<file path="config.mk">
export PLATFORM = sky130hd
export DESIGN_NAME = pcie_root_interrupt_fifo_regs_core
export DESIGN_NICKNAME = d
export VERILOG_FILES = /design/src/hdl/pri_pkg.sv /design/src/hdl/pcie_root_interrupt_fifo_regs_core.sv
export VERILOG_INCLUDE_DIRS = /design/src /design/src/hdl
export SDC_FILE = /design/constraint.sdc
export NUM_CORES = 1
export LEC_CHECK = 0
export CAP_MARGIN = 30
export CORE_MARGIN = 1
export CORE_UTILIZATION = 46
export DETAILED_ROUTE_END_ITERATION = 8
export DONT_BUFFER_PORTS = 1
export PLACE_DENSITY_LB_ADDON = 0.3
export REMOVE_ABC_BUFFERS = 1
export SLEW_MARGIN = 20
export SYNTH_ARGS = -nofsm -noshare
export SYNTH_HDL_FRONTEND = slang
export SYNTH_SLANG_ARGS = --single-unit
</file>
<file path="constraint.sdc">
create_clock -name clk -period 3.9 [get_ports clk]
set_clock_uncertainty 0.1 [all_clocks]
set_input_delay 0.585 -clock clk [delete_from_list [all_inputs] [get_ports clk]]
set_output_delay 0.585 -clock clk [all_outputs]
set_load 0.02 [all_outputs]
</file>
<file path="src/hdl/pcie_root_interrupt_fifo_regs_core_macros.svh">
// Assertion macros for the PCIe root port interrupt register block.
// Used by pcie_root_interrupt_fifo_regs_core; expects clk and rst_n in scope.
`ifndef PCIE_ROOT_INTERRUPT_FIFO_REGS_CORE_MACROS_SVH
`define PCIE_ROOT_INTERRUPT_FIFO_REGS_CORE_MACROS_SVH

// The consequent must hold in the same cycle as the antecedent.
`define PRI_ASSERT_SAME(label, ante, cons, msg) \
  label: assert property (@(posedge clk) disable iff (!rst_n) (ante) |-> (cons)) \
    else $error(msg);

// The consequent must hold in the cycle after the antecedent.
`define PRI_ASSERT_NEXT(label, ante, cons, msg) \
  label: assert property (@(posedge clk) disable iff (!rst_n) (ante) |=> (cons)) \
    else $error(msg);

`endif

</file>
<file path="src/hdl/pri_pkg.sv">
// Package for the PCIe root port interrupt register block.
// Holds request and result types, register addresses, bit positions and codes.
// No dependencies.
package pri_pkg;

  localparam int PRI_FIFO_DEPTH = 16;

  // Action codes of an input request.
  localparam logic [1:0] ACT_READ  = 2'd0;
  localparam logic [1:0] ACT_WRITE = 2'd1;
  localparam logic [1:0] ACT_EVENT = 2'd2;

  // Register byte addresses.
  localparam logic [11:0] ADDR_DECODE = 12'h138;
  localparam logic [11:0] ADDR_MASK   = 12'h13c;
  localparam logic [11:0] ADDR_PHY    = 12'h144;
  localparam logic [11:0] ADDR_PORT   = 12'h148;
  localparam logic [11:0] ADDR_FIFO1  = 12'h158;
  localparam logic [11:0] ADDR_FIFO2  = 12'h15c;

  // Bit positions inside the 32-bit registers.
  localparam int BIT_BRIDGE_EN = 0;
  localparam int BIT_LINK_UP   = 11;
  localparam int BIT_INTX      = 16;
  localparam int BIT_NOT_EMPTY = 18;
  localparam int BIT_OVERFLOW  = 19;
  localparam int LANE_POS      = 27;
  localparam int LEVEL_POS     = 29;
  localparam int VALID_POS     = 31;

  typedef struct packed {
    logic [1:0]  action;
    logic [11:0] reg_addr;
    logic [31:0] write_data;
    logic [1:0]  irq_lane;
    logic        irq_level;
  } pri_in_t;

  typedef struct packed {
    logic [31:0] read_data;
    logic        irq_out;
    logic        bridge_enable;
    logic        unmapped;
  } pri_out_t;

  // One FIFO entry: the level above the lane.
  typedef struct packed {
    logic       level;
    logic [1:0] lane;
  } pri_entry_t;

endpackage

</file>
<file path="src/hdl/pcie_root_interrupt_fifo_regs_core.sv">
// Interrupt register block of a PCIe root port: decode/mask words, port status
// and a ring FIFO of legacy interrupt events. Depends on pri_pkg and on
// pcie_root_interrupt_fifo_regs_core_macros.svh.
//
//   channel   handshake               payload
//   input     start, busy             in_req  (pri_in_t)
//   result    out_strobe              out_rsp (pri_out_t)
//   config    cfg_valid, cfg_ready    cfg_data (link_up)
//
// One request is taken in every cycle; its result is on out_rsp for exactly
// one cycle, the cycle after the request was taken, marked by out_strobe.
// All work of a request is one pass of logic from the current state to the
// next state and the result register, so busy is always low.
// The receiver cannot stall the result, and cfg_ready is always high.
// Reset is synchronous and active low; it clears all control state and sets
// link_up. The FIFO storage needs no clearing pass, so the block takes
// requests from the first cycle after reset.

`include "pcie_root_interrupt_fifo_regs_core_macros.svh"

module pcie_root_interrupt_fifo_regs_core
  import pri_pkg::*;
#(
  parameter int FIFO_DEPTH = PRI_FIFO_DEPTH
) (
  input  logic     clk,
  input  logic     rst_n,
  input  logic     start,
  output logic     busy,
  input  pri_in_t  in_req,
  output logic     out_strobe,
  output pri_out_t out_rsp,
  input  logic     cfg_valid,
  output logic     cfg_ready,
  input  logic     cfg_data
);

  localparam int PTR_W = (FIFO_DEPTH > 2) ? $clog2(FIFO_DEPTH) : 1;
  localparam logic [PTR_W-1:0] PTR_LAST = PTR_W'(FIFO_DEPTH - 1);

  // Architectural state. Of the port status word only bridge enable, not-empty
  // and overflow can ever be set, so those three bits are all that is kept.
  logic [31:0]      status_r, status_nxt;
  logic [31:0]      mask_r, mask_nxt;
  logic             bridge_en_r, bridge_en_nxt;
  logic             not_empty_r, not_empty_nxt;
  logic             overflow_r, overflow_nxt;
  logic             irq_r, irq_nxt;
  logic             link_up_r;
  logic [PTR_W-1:0] rd_ptr_r, rd_ptr_nxt;
  logic [PTR_W-1:0] wr_ptr_r, wr_ptr_nxt;

  // FIFO storage and a registered copy of the head entry. The head copy is
  // read from the memory at the next read pointer, with a bypass for an
  // entry written in the same cycle at that place.
  pri_entry_t       fifo_mem [FIFO_DEPTH];
  pri_entry_t       head_r;
  pri_entry_t       push_entry;
  logic             push;

  // Result register.
  logic             strobe_r;
  pri_out_t         rsp_r, rsp_nxt;

  logic             accept;
  logic             nonempty;
  logic [PTR_W-1:0] wr_ptr_inc;
  logic [PTR_W-1:0] rd_ptr_inc;
  logic             recompute;

  // Terms used by the checks below.
  logic             event_taken;
  logic             intx_hold;

  assign busy      = 1'b0;
  assign cfg_ready = 1'b1;
  assign accept    = start && !busy;
  assign nonempty  = (rd_ptr_r != wr_ptr_r);

  assign wr_ptr_inc = (wr_ptr_r == PTR_LAST) ? '0 : wr_ptr_r + 1'b1;
  assign rd_ptr_inc = (rd_ptr_r == PTR_LAST) ? '0 : rd_ptr_r + 1'b1;

  assign push_entry.level = in_req.irq_level;
  assign push_entry.lane  = in_req.irq_lane;

  assign event_taken = accept && (in_req.action == ACT_EVENT);
  assign intx_hold   = recompute && (nonempty || push);

  always_comb begin
    status_nxt    = status_r;
    mask_nxt      = mask_r;
    bridge_en_nxt = bridge_en_r;
    not_empty_nxt = not_empty_r;
    overflow_nxt  = overflow_r;
    rd_ptr_nxt    = rd_ptr_r;
    wr_ptr_nxt    = wr_ptr_r;
    push          = 1'b0;
    recompute     = 1'b0;
    rsp_nxt       = '0;

    if (accept) begin
      case (in_req.action)
        ACT_READ: begin
          case (in_req.reg_addr)
            ADDR_DECODE: rsp_nxt.read_data = status_r;
            ADDR_MASK:   rsp_nxt.read_data = mask_r;
            ADDR_PHY:    rsp_nxt.read_data[BIT_LINK_UP] = link_up_r;
            ADDR_PORT: begin
              // Reading port status refreshes the not-empty bit first.
              not_empty_nxt = nonempty;
              rsp_nxt.read_data[BIT_BRIDGE_EN] = bridge_en_r;
              rsp_nxt.read_data[BIT_NOT_EMPTY] = nonempty;
              rsp_nxt.read_data[BIT_OVERFLOW]  = overflow_r;
            end
            ADDR_FIFO1: begin
              if (nonempty) begin
                rsp_nxt.read_data[VALID_POS] = 1'b1;
                rsp_nxt.read_data[LEVEL_POS] = head_r.level;
                rsp_nxt.read_data[LANE_POS +: 2] = head_r.lane;
              end
            end
            ADDR_FIFO2:  rsp_nxt.read_data = '0;
            default:     rsp_nxt.unmapped = 1'b1;
          endcase
        end
        ACT_WRITE: begin
          case (in_req.reg_addr)
            ADDR_DECODE: begin
              status_nxt = status_r & ~in_req.write_data;
              recompute  = 1'b1;
            end
            ADDR_MASK: begin
              mask_nxt  = in_req.write_data;
              recompute = 1'b1;
            end
            ADDR_PORT:   bridge_en_nxt = in_req.write_data[BIT_BRIDGE_EN];
            ADDR_FIFO1, ADDR_FIFO2: begin
              if (nonempty) begin
                rd_ptr_nxt = rd_ptr_inc;
              end
            end
            default:     rsp_nxt.unmapped = 1'b1;
          endcase
        end
        ACT_EVENT: begin
          if (wr_ptr_inc == rd_ptr_r) begin
            // Ring full: the event is dropped and the line is left alone.
            overflow_nxt = 1'b1;
          end else begin
            push       = 1'b1;
            wr_ptr_nxt = wr_ptr_inc;
            recompute  = 1'b1;
          end
        end
        default: begin
        end
      endcase
    end

    // The INTx decode bit is forced while the FIFO holds an entry. Only a
    // pop changes emptiness without a recompute, and a decode or mask write
    // or a push never empties the FIFO.
    if (recompute && (nonempty || push)) begin
      status_nxt[BIT_INTX] = 1'b1;
    end
    irq_nxt = recompute ? (|(status_nxt & mask_nxt)) : irq_r;

    rsp_nxt.irq_out       = irq_nxt;
    rsp_nxt.bridge_enable = bridge_en_nxt;
  end

  always_ff @(posedge clk) begin
    if (!rst_n) begin
      status_r    <= '0;
      mask_r      <= '0;
      bridge_en_r <= 1'b0;
      not_empty_r <= 1'b0;
      overflow_r  <= 1'b0;
      irq_r       <= 1'b0;
      link_up_r   <= 1'b1;
      rd_ptr_r    <= '0;
      wr_ptr_r    <= '0;
      strobe_r    <= 1'b0;
    end else begin
      status_r    <= status_nxt;
      mask_r      <= mask_nxt;
      bridge_en_r <= bridge_en_nxt;
      not_empty_r <= not_empty_nxt;
      overflow_r  <= overflow_nxt;
      irq_r       <= irq_nxt;
      rd_ptr_r    <= rd_ptr_nxt;
      wr_ptr_r    <= wr_ptr_nxt;
      strobe_r    <= accept;
      if (cfg_valid && cfg_ready) begin
        link_up_r <= cfg_data;
      end
    end
  end

  // FIFO memory and head register; payload only, no reset.
  always_ff @(posedge clk) begin
    if (push) begin
      fifo_mem[wr_ptr_r] <= push_entry;
    end
    if (push && (wr_ptr_r == rd_ptr_nxt)) begin
      head_r <= push_entry;
    end else begin
      head_r <= fifo_mem[rd_ptr_nxt];
    end
  end

  always_ff @(posedge clk) begin
    rsp_r <= rsp_nxt;
  end

  assign out_strobe = strobe_r;
  assign out_rsp    = rsp_r;

  // Every taken request yields exactly one result in the next cycle.
  `PRI_ASSERT_NEXT(a_result_follows, accept, out_strobe, "result missing after request")
  `PRI_ASSERT_NEXT(a_no_spurious, !accept, !out_strobe, "result without request")
  // Overflow can only rise on an interrupt event.
  `PRI_ASSERT_NEXT(a_overflow_cause, !overflow_r && !event_taken, !overflow_r, "stray overflow")
  // After a recompute the line matches decode AND mask.
  `PRI_ASSERT_NEXT(a_irq_match, recompute, irq_r == (|(status_r & mask_r)), "irq line mismatch")
  // A pending FIFO entry after a recompute always shows in the INTx bit.
  `PRI_ASSERT_SAME(a_intx_forced, intx_hold, status_nxt[BIT_INTX], "INTx not forced")

endmodule
</file>
* After elaboration in Yosys (flattened, before gate mapping)
Memories as Yosys holds them, arrays and structs flattened. A register that Yosys moved wholly into a read port is not among the register bits. Index checks and enable logic that the tools add are counted.
Word-level totals: bits of input ports 54, memory bits (writable) 48, memories 1, output and inout port bits 38, register bits after elaboration 112
Operators by class: equality and inequality tests 12, bitwise gates (word level) 4, reduce and logical (&&, ||, !) cells 11, $add $sub $neg 2, multiplexer cells 39
Memory list:
- fifo_mem | words 16, width 3, read ports 1, clocked after memory_dff 1, write ports 1, line pcie_root_interrupt_fifo_regs_core.sv:56 | pri_entry_t fifo_mem [FIFO_DEPTH];
Operators by type and width (number):
- two-way mux 32 bit | 6
- equality test 12 x 9 -> 1 bit (second input constant) | 6
- AND 32 bit | 2
- inverter 32 bit | 1
- OR reduction 32 bit | 1
- two-way mux 4 bit | 6
- one-hot mux 10 bit (2 select lines) | 1
- two-way mux 1 bit | 15
- one-hot mux 7 bit (2 select lines) | 1
- one-hot mux 6 bit (2 select lines) | 1
- one-hot mux 1 bit (3 select lines) | 3
- one-hot mux 3 bit (3 select lines) | 1
- adder 4 x 1 -> 4 bit (second input constant) | 2
- equality test 4 bit (second input constant) | 2
- one-hot mux 1 bit (2 select lines) | 3
- one-hot mux 2 bit (3 select lines) | 1
- AND reduction 3 bit | 2
- OR reduction 6 bit | 1
- OR reduction 5 bit | 1
- equality test 4 bit | 1
- != test 4 bit | 1
- OR reduction 2 bit | 2
- two-way mux 3 bit | 1
- equality test 2 x 1 -> 1 bit (second input constant) | 1
- 6 further kinds | 6

* Depth between registers and ports, before layout
Gate-level depths: netlist (run 1).
depth after elaboration 12, mapped depth 10

* Worst setup path after synthesis (run 1)
Ideal clock, no wire load.
kind input -> register, start point in in_req[44] in the netlist's numbering, end point reg irq_r, cell stages on the path 9, slack 0.954 ns, arrival 2.712 ns, buffers on the path 2, setup time 0.134 ns, path through or4b_1 > buf_2 > or4_4 > buf_6 > a31oi_4 > o21ai_2 > a2111oi_2 > and4_1 > a211oi_1
On the way: word-level cells in the longest chain between the ends 10
Ends and longest elaborated chain:
- from (decl) | line pcie_root_interrupt_fifo_regs_core.sv:30 | input pri_in_t in_req,
- equality test 12 x 9 -> 1 bit | line pcie_root_interrupt_fifo_regs_core.sv:127 | case (in_req.reg_addr)
- OR reduction 2 bit (no source line)
- two-way mux 1 bit | line pcie_root_interrupt_fifo_regs_core.sv:127
- one-hot mux 1 bit (2 select lines) | line pcie_root_interrupt_fifo_regs_core.sv:102 | case (in_req.action)
- two-way mux 1 bit | line pcie_root_interrupt_fifo_regs_core.sv:101 | if (accept) begin
- logical AND 1 bit | line pcie_root_interrupt_fifo_regs_core.sv:163 | if (recompute && (nonempty || push)) begin
- two-way mux 1 bit | line pcie_root_interrupt_fifo_regs_core.sv:163
- AND 32 bit | line pcie_root_interrupt_fifo_regs_core.sv:166 | irq_nxt = recompute ? (|(status_nxt & mask_nxt)) : irq_r;
- OR reduction 32 bit | line pcie_root_interrupt_fifo_regs_core.sv:166
- two-way mux 1 bit * | line pcie_root_interrupt_fifo_regs_core.sv:166
- to (signal assigned) | line pcie_root_interrupt_fifo_regs_core.sv:190 | irq_r <= irq_nxt;
- to (decl) | line pcie_root_interrupt_fifo_regs_core.sv:48 | logic irq_r, irq_nxt;
Mark *: on every way between the ends. The rest lies on a longest branch, timed or not. A chain may end at the register's enable or synchronous reset.

* Final worst setup path (run 1)
start point reg wr_ptr_r[0], end point mem fifo_mem[0][1] in the netlist's numbering (enable)
On the way: word-level cells in the longest chain between the ends 8
Ends and longest elaborated chain:
- from (decl) | line pcie_root_interrupt_fifo_regs_core.sv:51 | logic [PTR_W-1:0] wr_ptr_r, wr_ptr_nxt;
- from (signal assigned) | line pcie_root_interrupt_fifo_regs_core.sv:192 | wr_ptr_r <= wr_ptr_nxt;
- adder 4 x 1 -> 4 bit or equality test 4 bit (tied branches) | line pcie_root_interrupt_fifo_regs_core.sv:80 | assign wr_ptr_inc = (wr_ptr_r == PTR_LAST) ? '0 : wr_ptr_r + 1'b1;
- two-way mux 4 bit * | line pcie_root_interrupt_fifo_regs_core.sv:80
- via wr_ptr_inc[1] | line pcie_root_interrupt_fifo_regs_core.sv:67 | logic [PTR_W-1:0] wr_ptr_inc;
- equality test 4 bit * | line pcie_root_interrupt_fifo_regs_core.sv:146 | if (wr_ptr_inc == rd_ptr_r) begin
- two-way mux 1 bit * | line pcie_root_interrupt_fifo_regs_core.sv:146
- two-way mux 1 bit * | line pcie_root_interrupt_fifo_regs_core.sv:102
- two-way mux 1 bit * | line pcie_root_interrupt_fifo_regs_core.sv:101
- two-way mux 1 bit * | line pcie_root_interrupt_fifo_regs_core.sv:202 | if (push) begin
- two-way mux 1 bit (implied by the code) * | line pcie_root_interrupt_fifo_regs_core.sv:203 | fifo_mem[wr_ptr_r] <= push_entry;
- to (decl) | line pcie_root_interrupt_fifo_regs_core.sv:56
Mark *: on every way through the listed nets, which the timed path passes. The rest lies on a longest branch.

==> results of run 1 <==
[where the power goes]
group | switching (W) | total, W | internal (W)
clock | 0.000813 | 0.00169 | 0.000878
combinational | 0.0000365 | 0.0000667 | 0.0000302
sequential | 0.00000844 | 0.00177 | 0.00176
total | 0.000857 | 0.00352 | 0.00266
[worst max-delay path, stage by stage (launching register included)]
cell      delay, ps
dfxtp_1         510
inv_1           130
ha_1            340
xor2_1          160
a311oi_1         80
a41oi_1         750
nand2_1         260
nor3_1          510
[registers in the layout, indices dropped and copies added, names as in the netlist, named ones only]
name and flops:
fifo_mem 48, out_rsp 35, mask_r 32, status_r 32, rd_ptr_r 4, wr_ptr_r 4
bridge_en_r 1, irq_r 1, link_up_r 1, out_strobe 1, overflow_r 1
[layer usage]
metal / up-vias / wire [µm] / GRT usage (%) / share of wire (%)
met2: 169 / 7920 / 35.6 / 48
met3: 20 / 1180 / 6.29 / 7.1
li1: 2481 / - / - / -
met5: - / 0 / 0 / 0
met1: 2519 / 7250 / 28.7 / 44
met4: 0 / 175 / 6.46 / 1.1
[worst paths after layout]
check                    to  slack, ps  depth (start not counted)
max          fifo_mem[0][1]        700                          7
min            status_r[25]        130                          1
max reg2reg  fifo_mem[0][1]        700                          7
min reg2reg      mask_r[12]        370                          2
[through the flow]
step	worst slack [ps]	hold WS [ps]	instances	total power [W]
detailed placement	732	353	855	0.00187
global route	500	116	887	0.00362
global placement	794	346	855	0.00187
floorplan	-1840	321	665	0.00185
finish	696	130	887	0.00352
CTS	760	117	887	0.00355
[cell type report]
class                   count  area [µm²]  share of cell area (%)
well taps                 184         230                    2.97
inverters                  11        41.3                   0.533
flip-flops and latches    164        3760                    48.6
clock inverters            15         189                    2.44
repair buffers              6        57.6                   0.743
multi-input cells         490        3040                    39.3
clock buffers              17         425                    5.49
[kinds of logic after synthesis]
family | count (synthesis) | synth area share [%]
and+or+nand+nor | 270 | 17.4
DFF | 164 | 53.8
AOI/OAI and AO/OA | 145 | 12.7
muxes | 49 | 9.75
buffers and inverters | 47 | 2.79
xor gates and xnor gates | 16 | 2.00
adders and majority gates | 8 | 1.43
other | 2 | 0.107
[cell usage after synthesis (all sizes together) (7+ instances only)]
master and number:
inv 11, nor3 10, edfxtp 48, xnor2 13, nand2 136, o21ai 18
buf 11, nand3b 11, nand4 7, ha 8, a21oi 77, mux2i 31
nor4 8, dfxtp 116, nor2 63, clkbuf 25, o211ai 19, and2 8
mux4 15
[placed cells by master (no fill, tap or decap), types with 7 or more instances in the layout]
cell,n
mux4_2,15
nand3b_1,11
xnor2_1,13
inv_1,11
o21ai_0,16
dfxtp_1,116
nand2_1,136
o211ai_1,19
and2_1,8
a21oi_1,77
ha_1,8
nor2_1,63
clkbuf_16,17
nand4_1,7
nor3_1,9
mux2i_1,31
edfxtp_1,48
==> impl_metrics.yaml, run 1 <==
global_route:
  grt_first_pass_wirelength_um: 26700
  grt_max_degree: 53
  grt_pass1_vias: 5018
  grt_overflow: 0
  antenna_found_initial: 0
  grt_use_total_pct: 22.0
die:
  die_h_um: 125
  io_pins: 92
  start_util_pct: 47.6
  die-area_um2: 15700
  core_um2: 14700
  die_w_um: 125
  placementRows: 44
worst_setup_path:
  crit_path_start: "wr_ptr_r[0]"
  required_ps: 3870
  worstSetupPathType: "flip-flop to flip-flop"
  cp.arrival_ps: 3170
  rr_startpoint: "wr_ptr_r[0]"
  crit_path_end_kind: "flip-flop"
  critPathLaunchType: "flip-flop"
  crit_fanout: 10
logic_synthesis:
  syn_area_um2: 6990
  synthTopCellsByArea: "dfxtp_1 33%, edfxtp_1 21%, nand2_1 7.3%"
  syn_area_per_cell_um2: 9.97
  ys_types: 59
  synth-edff-count: 48
  synthArstFlopShare_pct: 0
  synth_seq_cells: 164
  synth_top_cell_area_share_pct: 33.2
  syn-instance-count: 701
  yosys_warnings: 0
  ys_seq_area_share_pct: 53.8
  synth_top_flop_cell: "dfxtp_1"
  yosysTopAreaCell: "dfxtp_1"
clocking:
  cts_max_level: 4
  clk_path_buf_depth: 2
  cts.sinks: 164
  cts-root-buf: "clkbuf_16"
  clk_pin_slew_ps: 80
  cts_hold_buf: 0
  clk_latency_ps: 430
  cts_tree: "yes"
  post_cts_resized: 0
  post-cts-setup-buffer-count: 0
  cts_made_buffers: 17
drt:
  first_pass_iters: 7
  post_drt_wl_per_cell_um: 18.6
  ant_nets: 0
  wl_um: 16500
  drtIter0Drc: 534
  vias: 5189
  drc: 8
  via_per_inst: 5.85
timing:
  rsz0062_at_grt: "false"
  fin_crit_sh_pct: 82.1
  timing.final.crit_period_ps: 3200
  relSlewSlack_pct: 37.7
  hold_violations: 0
  fin_setup_tns_ps: 0
  worstMarginPinSlew_ps: 922
  setup_viol: 0
  max_freq_mhz: 312
  drv_slew: 0
pwr:
  peakVddDrop_v: 0.000312
  powerDensity_nw_per_um2: 454
  power.leakage_nw: 2.59
final_layout:
  final_nets: 752
  final_area_um2: 7750
  diodes: 0
  syn2layout_area_growth_pct: 10.9
  drive_above_1_share_pct: 9.39
  fillerInstances: 1288
  finish.utilization_pct: 52.7
run_status:
  violations: "DRC"
  status: "finished with violations"
place:
  port_buffers: 0
  dpl.hpwl_um: 11400
  routabilityCongestion: 0.859
  placed_area_um2: 7140
min_path:
  hold_start: "in_req[28]"
  hold_class: "input pin to flip-flop"
job:
  maxCapViolCount: 0
(Power assumes the default switching activity.)
==> run 2, diff against run 1 <==
- ABC_AREA: default -> 1
- clock period: 3.9 -> 3.05 ns (I/O delays scaled with it)
==> impl_metrics.yaml, run 2 <==
logic_synthesis:
  syn-instance-count: 913
  syn_area_um2: 7090
  synth_seq_cells: 164
  synth-edff-count: 48
  synth-simple-area-share_pct: 25.4
  yosys_warnings: 0
  synthMuxAreaShare_pct: 0
  synth_top_cell_area_share_pct: 32.8
  ys_seq_area_share_pct: 53.1
  synth_xor_area_share_pct: 0.741
  synth-compound-area-share_pct: 11.0
  synth_common_cells: "275 x nand2_1, 116 x dfxtp_1, 115 x nor2_1, 104 x inv_1, 74 x a21oi_1"
  synth_top_family_by_area: "simple AND/OR/NAND/NOR gates"
  yosysTopAreaCell: "dfxtp_1"
  synth_top_flop_cell: "dfxtp_1"
  synth_fa_ha_area_share_pct: 1.41
  synthArstFlopShare_pct: 0
  synth.most_common_cell: "nand2_1"
  syn_area_per_cell_um2: 7.76
  ys_types: 37
  synthTopCellsByArea: "dfxtp_1 33%, edfxtp_1 20%, nand2_1 15%"
die:
  core_um2: 15100
  placementRows: 45
  die-area_um2: 15900
  start_util_pct: 46.8
  die_h_um: 126
  io_pins: 92
  die_w_um: 126
global_route:
  antenna_found_initial: 0
  grt_overflow: 0
  grt_max_degree: 40
  grt_use_total_pct: 21.9
  grt_pass1_vias: 5470
  grt_first_pass_wirelength_um: 27000
final_layout:
  top_register: "fifo_mem"
  layout_common_cells: "275 x nand2_1, 116 x dfxtp_1, 115 x nor2_1, 104 x inv_1, 74 x a21oi_1"
  fillerInstances: 1406
  drive_above_1_share_pct: 5.88
  largest_reg_flops: 48
  multiInputGateArea_um2: 2740
  finish.utilization_pct: 52.0
  final_common_cell: "nand2_1"
  seqCellArea_um2: 3760
  final_nets: 967
  final_area_um2: 7880
  syn2layout_area_growth_pct: 11.1
  diodes: 0
clocking:
  cts_hold_buf: 0
  post_cts_resized: 0
  cts_made_buffers: 17
  post-cts-setup-buffer-count: 0
  clk_latency_ps: 430
  clk_pin_slew_ps: 60
  cts_max_level: 4
  clk_path_buf_depth: 2
  cts.sinks: 164
  cts-root-buf: "clkbuf_16"
  cts_tree: "yes"
timing:
  worst_slack_ps: 488
  fin_setup_tns_ps: 0
  timing.final.crit_period_ps: 2560
  drv_slew: 0
  setup_viol: 0
  hold_violations: 0
  worstMarginPinSlew_ps: 735
  relSlewSlack_pct: 50.5
  rsz0062_at_grt: "false"
  fin_crit_sh_pct: 84.0
  max_freq_mhz: 390
place:
  placed_area_um2: 7270
  port_buffers: 0
  pre_cts_slack_ps: 509
  routabilityCongestion: 0.859
  dpl.hpwl_um: 11500
min_path:
  hold_class: "input pin to flip-flop"
worst_setup_path:
  critPathMaxStageDelay_ps: 440
  cp.arrival_ps: 2770
  worstSetupPathType: "flip-flop to flip-flop"
  crit_fanout: 10
  critPathTopFamily: "simple AND/OR/NAND/NOR gates"
  critPathLaunchType: "flip-flop"
  crit_chain: "inv_1 -> ha_1 -> xnor2_1 -> nand2_1 -> nor2_1 -> nand3_1 -> nand2_1 -> nand2_1 -> nand3_1 -> nand2_1 -> nand2_1 -> nand2_1 -> nor2_2 -> nor2_1"
  required_ps: 3260
  critPathBufInv: 1
  crit_path_end_kind: "flip-flop"
  critPathSlowestCell: "dfxtp_1"
  crit_top_cell: "nand2_1"
pwr:
  power.leakage_nw: 3.46
  peakVddDrop_v: 0.000398
  powerDensity_nw_per_um2: 576
run_status:
  status: "complete, no violations"
drt:
  ant_nets: 0
  vias: 5738
  post_drt_wl_per_cell_um: 15.1
  drc: 0
  via_per_inst: 5.19
  drtIter0Drc: 411
  wl_um: 16700
  first_pass_iters: 5
job:
  maxCapViolCount: 0
[run 2: cell count changes in the layout (fill, tap and decap cells not counted), moves of 11 or more]
cell / previous run / this run
mux4_2: 15 / 0
nor2_1: 63 / 115
mux2i_1: 31 / 0
nand3_1: 6 / 41
o211ai_1: 19 / 4
nand2_1: 136 / 275
xnor2_1: 13 / 2
inv_1: 11 / 104
[run 2: worst paths after layout]
check / startpoint / end / slack [ps] / cells past startpoint
worst max-delay path: wr_ptr_r[0] / out_rsp[2] / 490 / 14
worst min register to register: status_r[8] / out_rsp[11] / 360 / 2
worst min-delay path: in_req[1] / fifo_mem[1][0] / 30 / 0
worst max register to register: wr_ptr_r[0] / out_rsp[2] / 490 / 14
[run 2: through the flow]
step	instances	hold slack [ps]	total power, W
2_1_floorplan	871	336	0.00239
3_3_place_gp	1074	349	0.00243
3_5_place_dp	1074	351	0.00243
4_1_cts	1106	7.37	0.00458
5_1_grt	1106	5.38	0.00468
6_report	1106	25.1	0.00454
[run 2: worst reg2reg max path, stage by stage, from the launching register on]
cell	delay, ps
dfxtp_1	440
inv_1	130
ha_1	340
xnor2_1	170
nand2_1	70
nor2_1	160
nand3_1	90
nand2_1	260
nand2_1	160
nand3_1	140
nand2_1	60
nand2_1	80
nand2_1	70
nor2_2	140
nor2_1	60
[run 2: cells by family after synthesis]
| kind of cell | after synthesis |
|---|---|
| and+or+nand+nor | 449 |
| DFF | 164 |
| buffers and inverters | 148 |
| AOI/OAI and AO/OA | 136 |
| adders and majority gates | 8 |
| xor gates and xnor gates | 6 |
| other | 2 |
[run 2: power breakdown]
| part | leakage (nW) | switching (W) | internal [W] | total [W] |
|---|---|---|---|---|
| logic | 1.80 | 0.0000869 | 0.0000326 | 0.000120 |
| registers | 1.37 | 0.0000119 | 0.00225 | 0.00226 |
| clock network | 0.290 | 0.000860 | 0.00130 | 0.00216 |
| total | 3.46 | 0.000959 | 0.00358 | 0.00454 |
[run 2: final cells by class]
cell class | count | share of cell area (%)
clock buffers | 22 | 6.15
multi-input cells | 601 | 34.8
well taps | 188 | 2.99
repair buffers | 15 | 1.75
flip-flops and latches | 164 | 47.8
inverters | 106 | 5.05
clock inverters | 10 | 1.49
[run 2: metal layers]
layer	global-route usage (%)	wire, µm	up-vias
li1	-	-	2901
met1	29.1	7670	2620
met2	33.3	7310	183
met3	5.31	1140	34
met4	11.2	530	0
met5	0	0	-
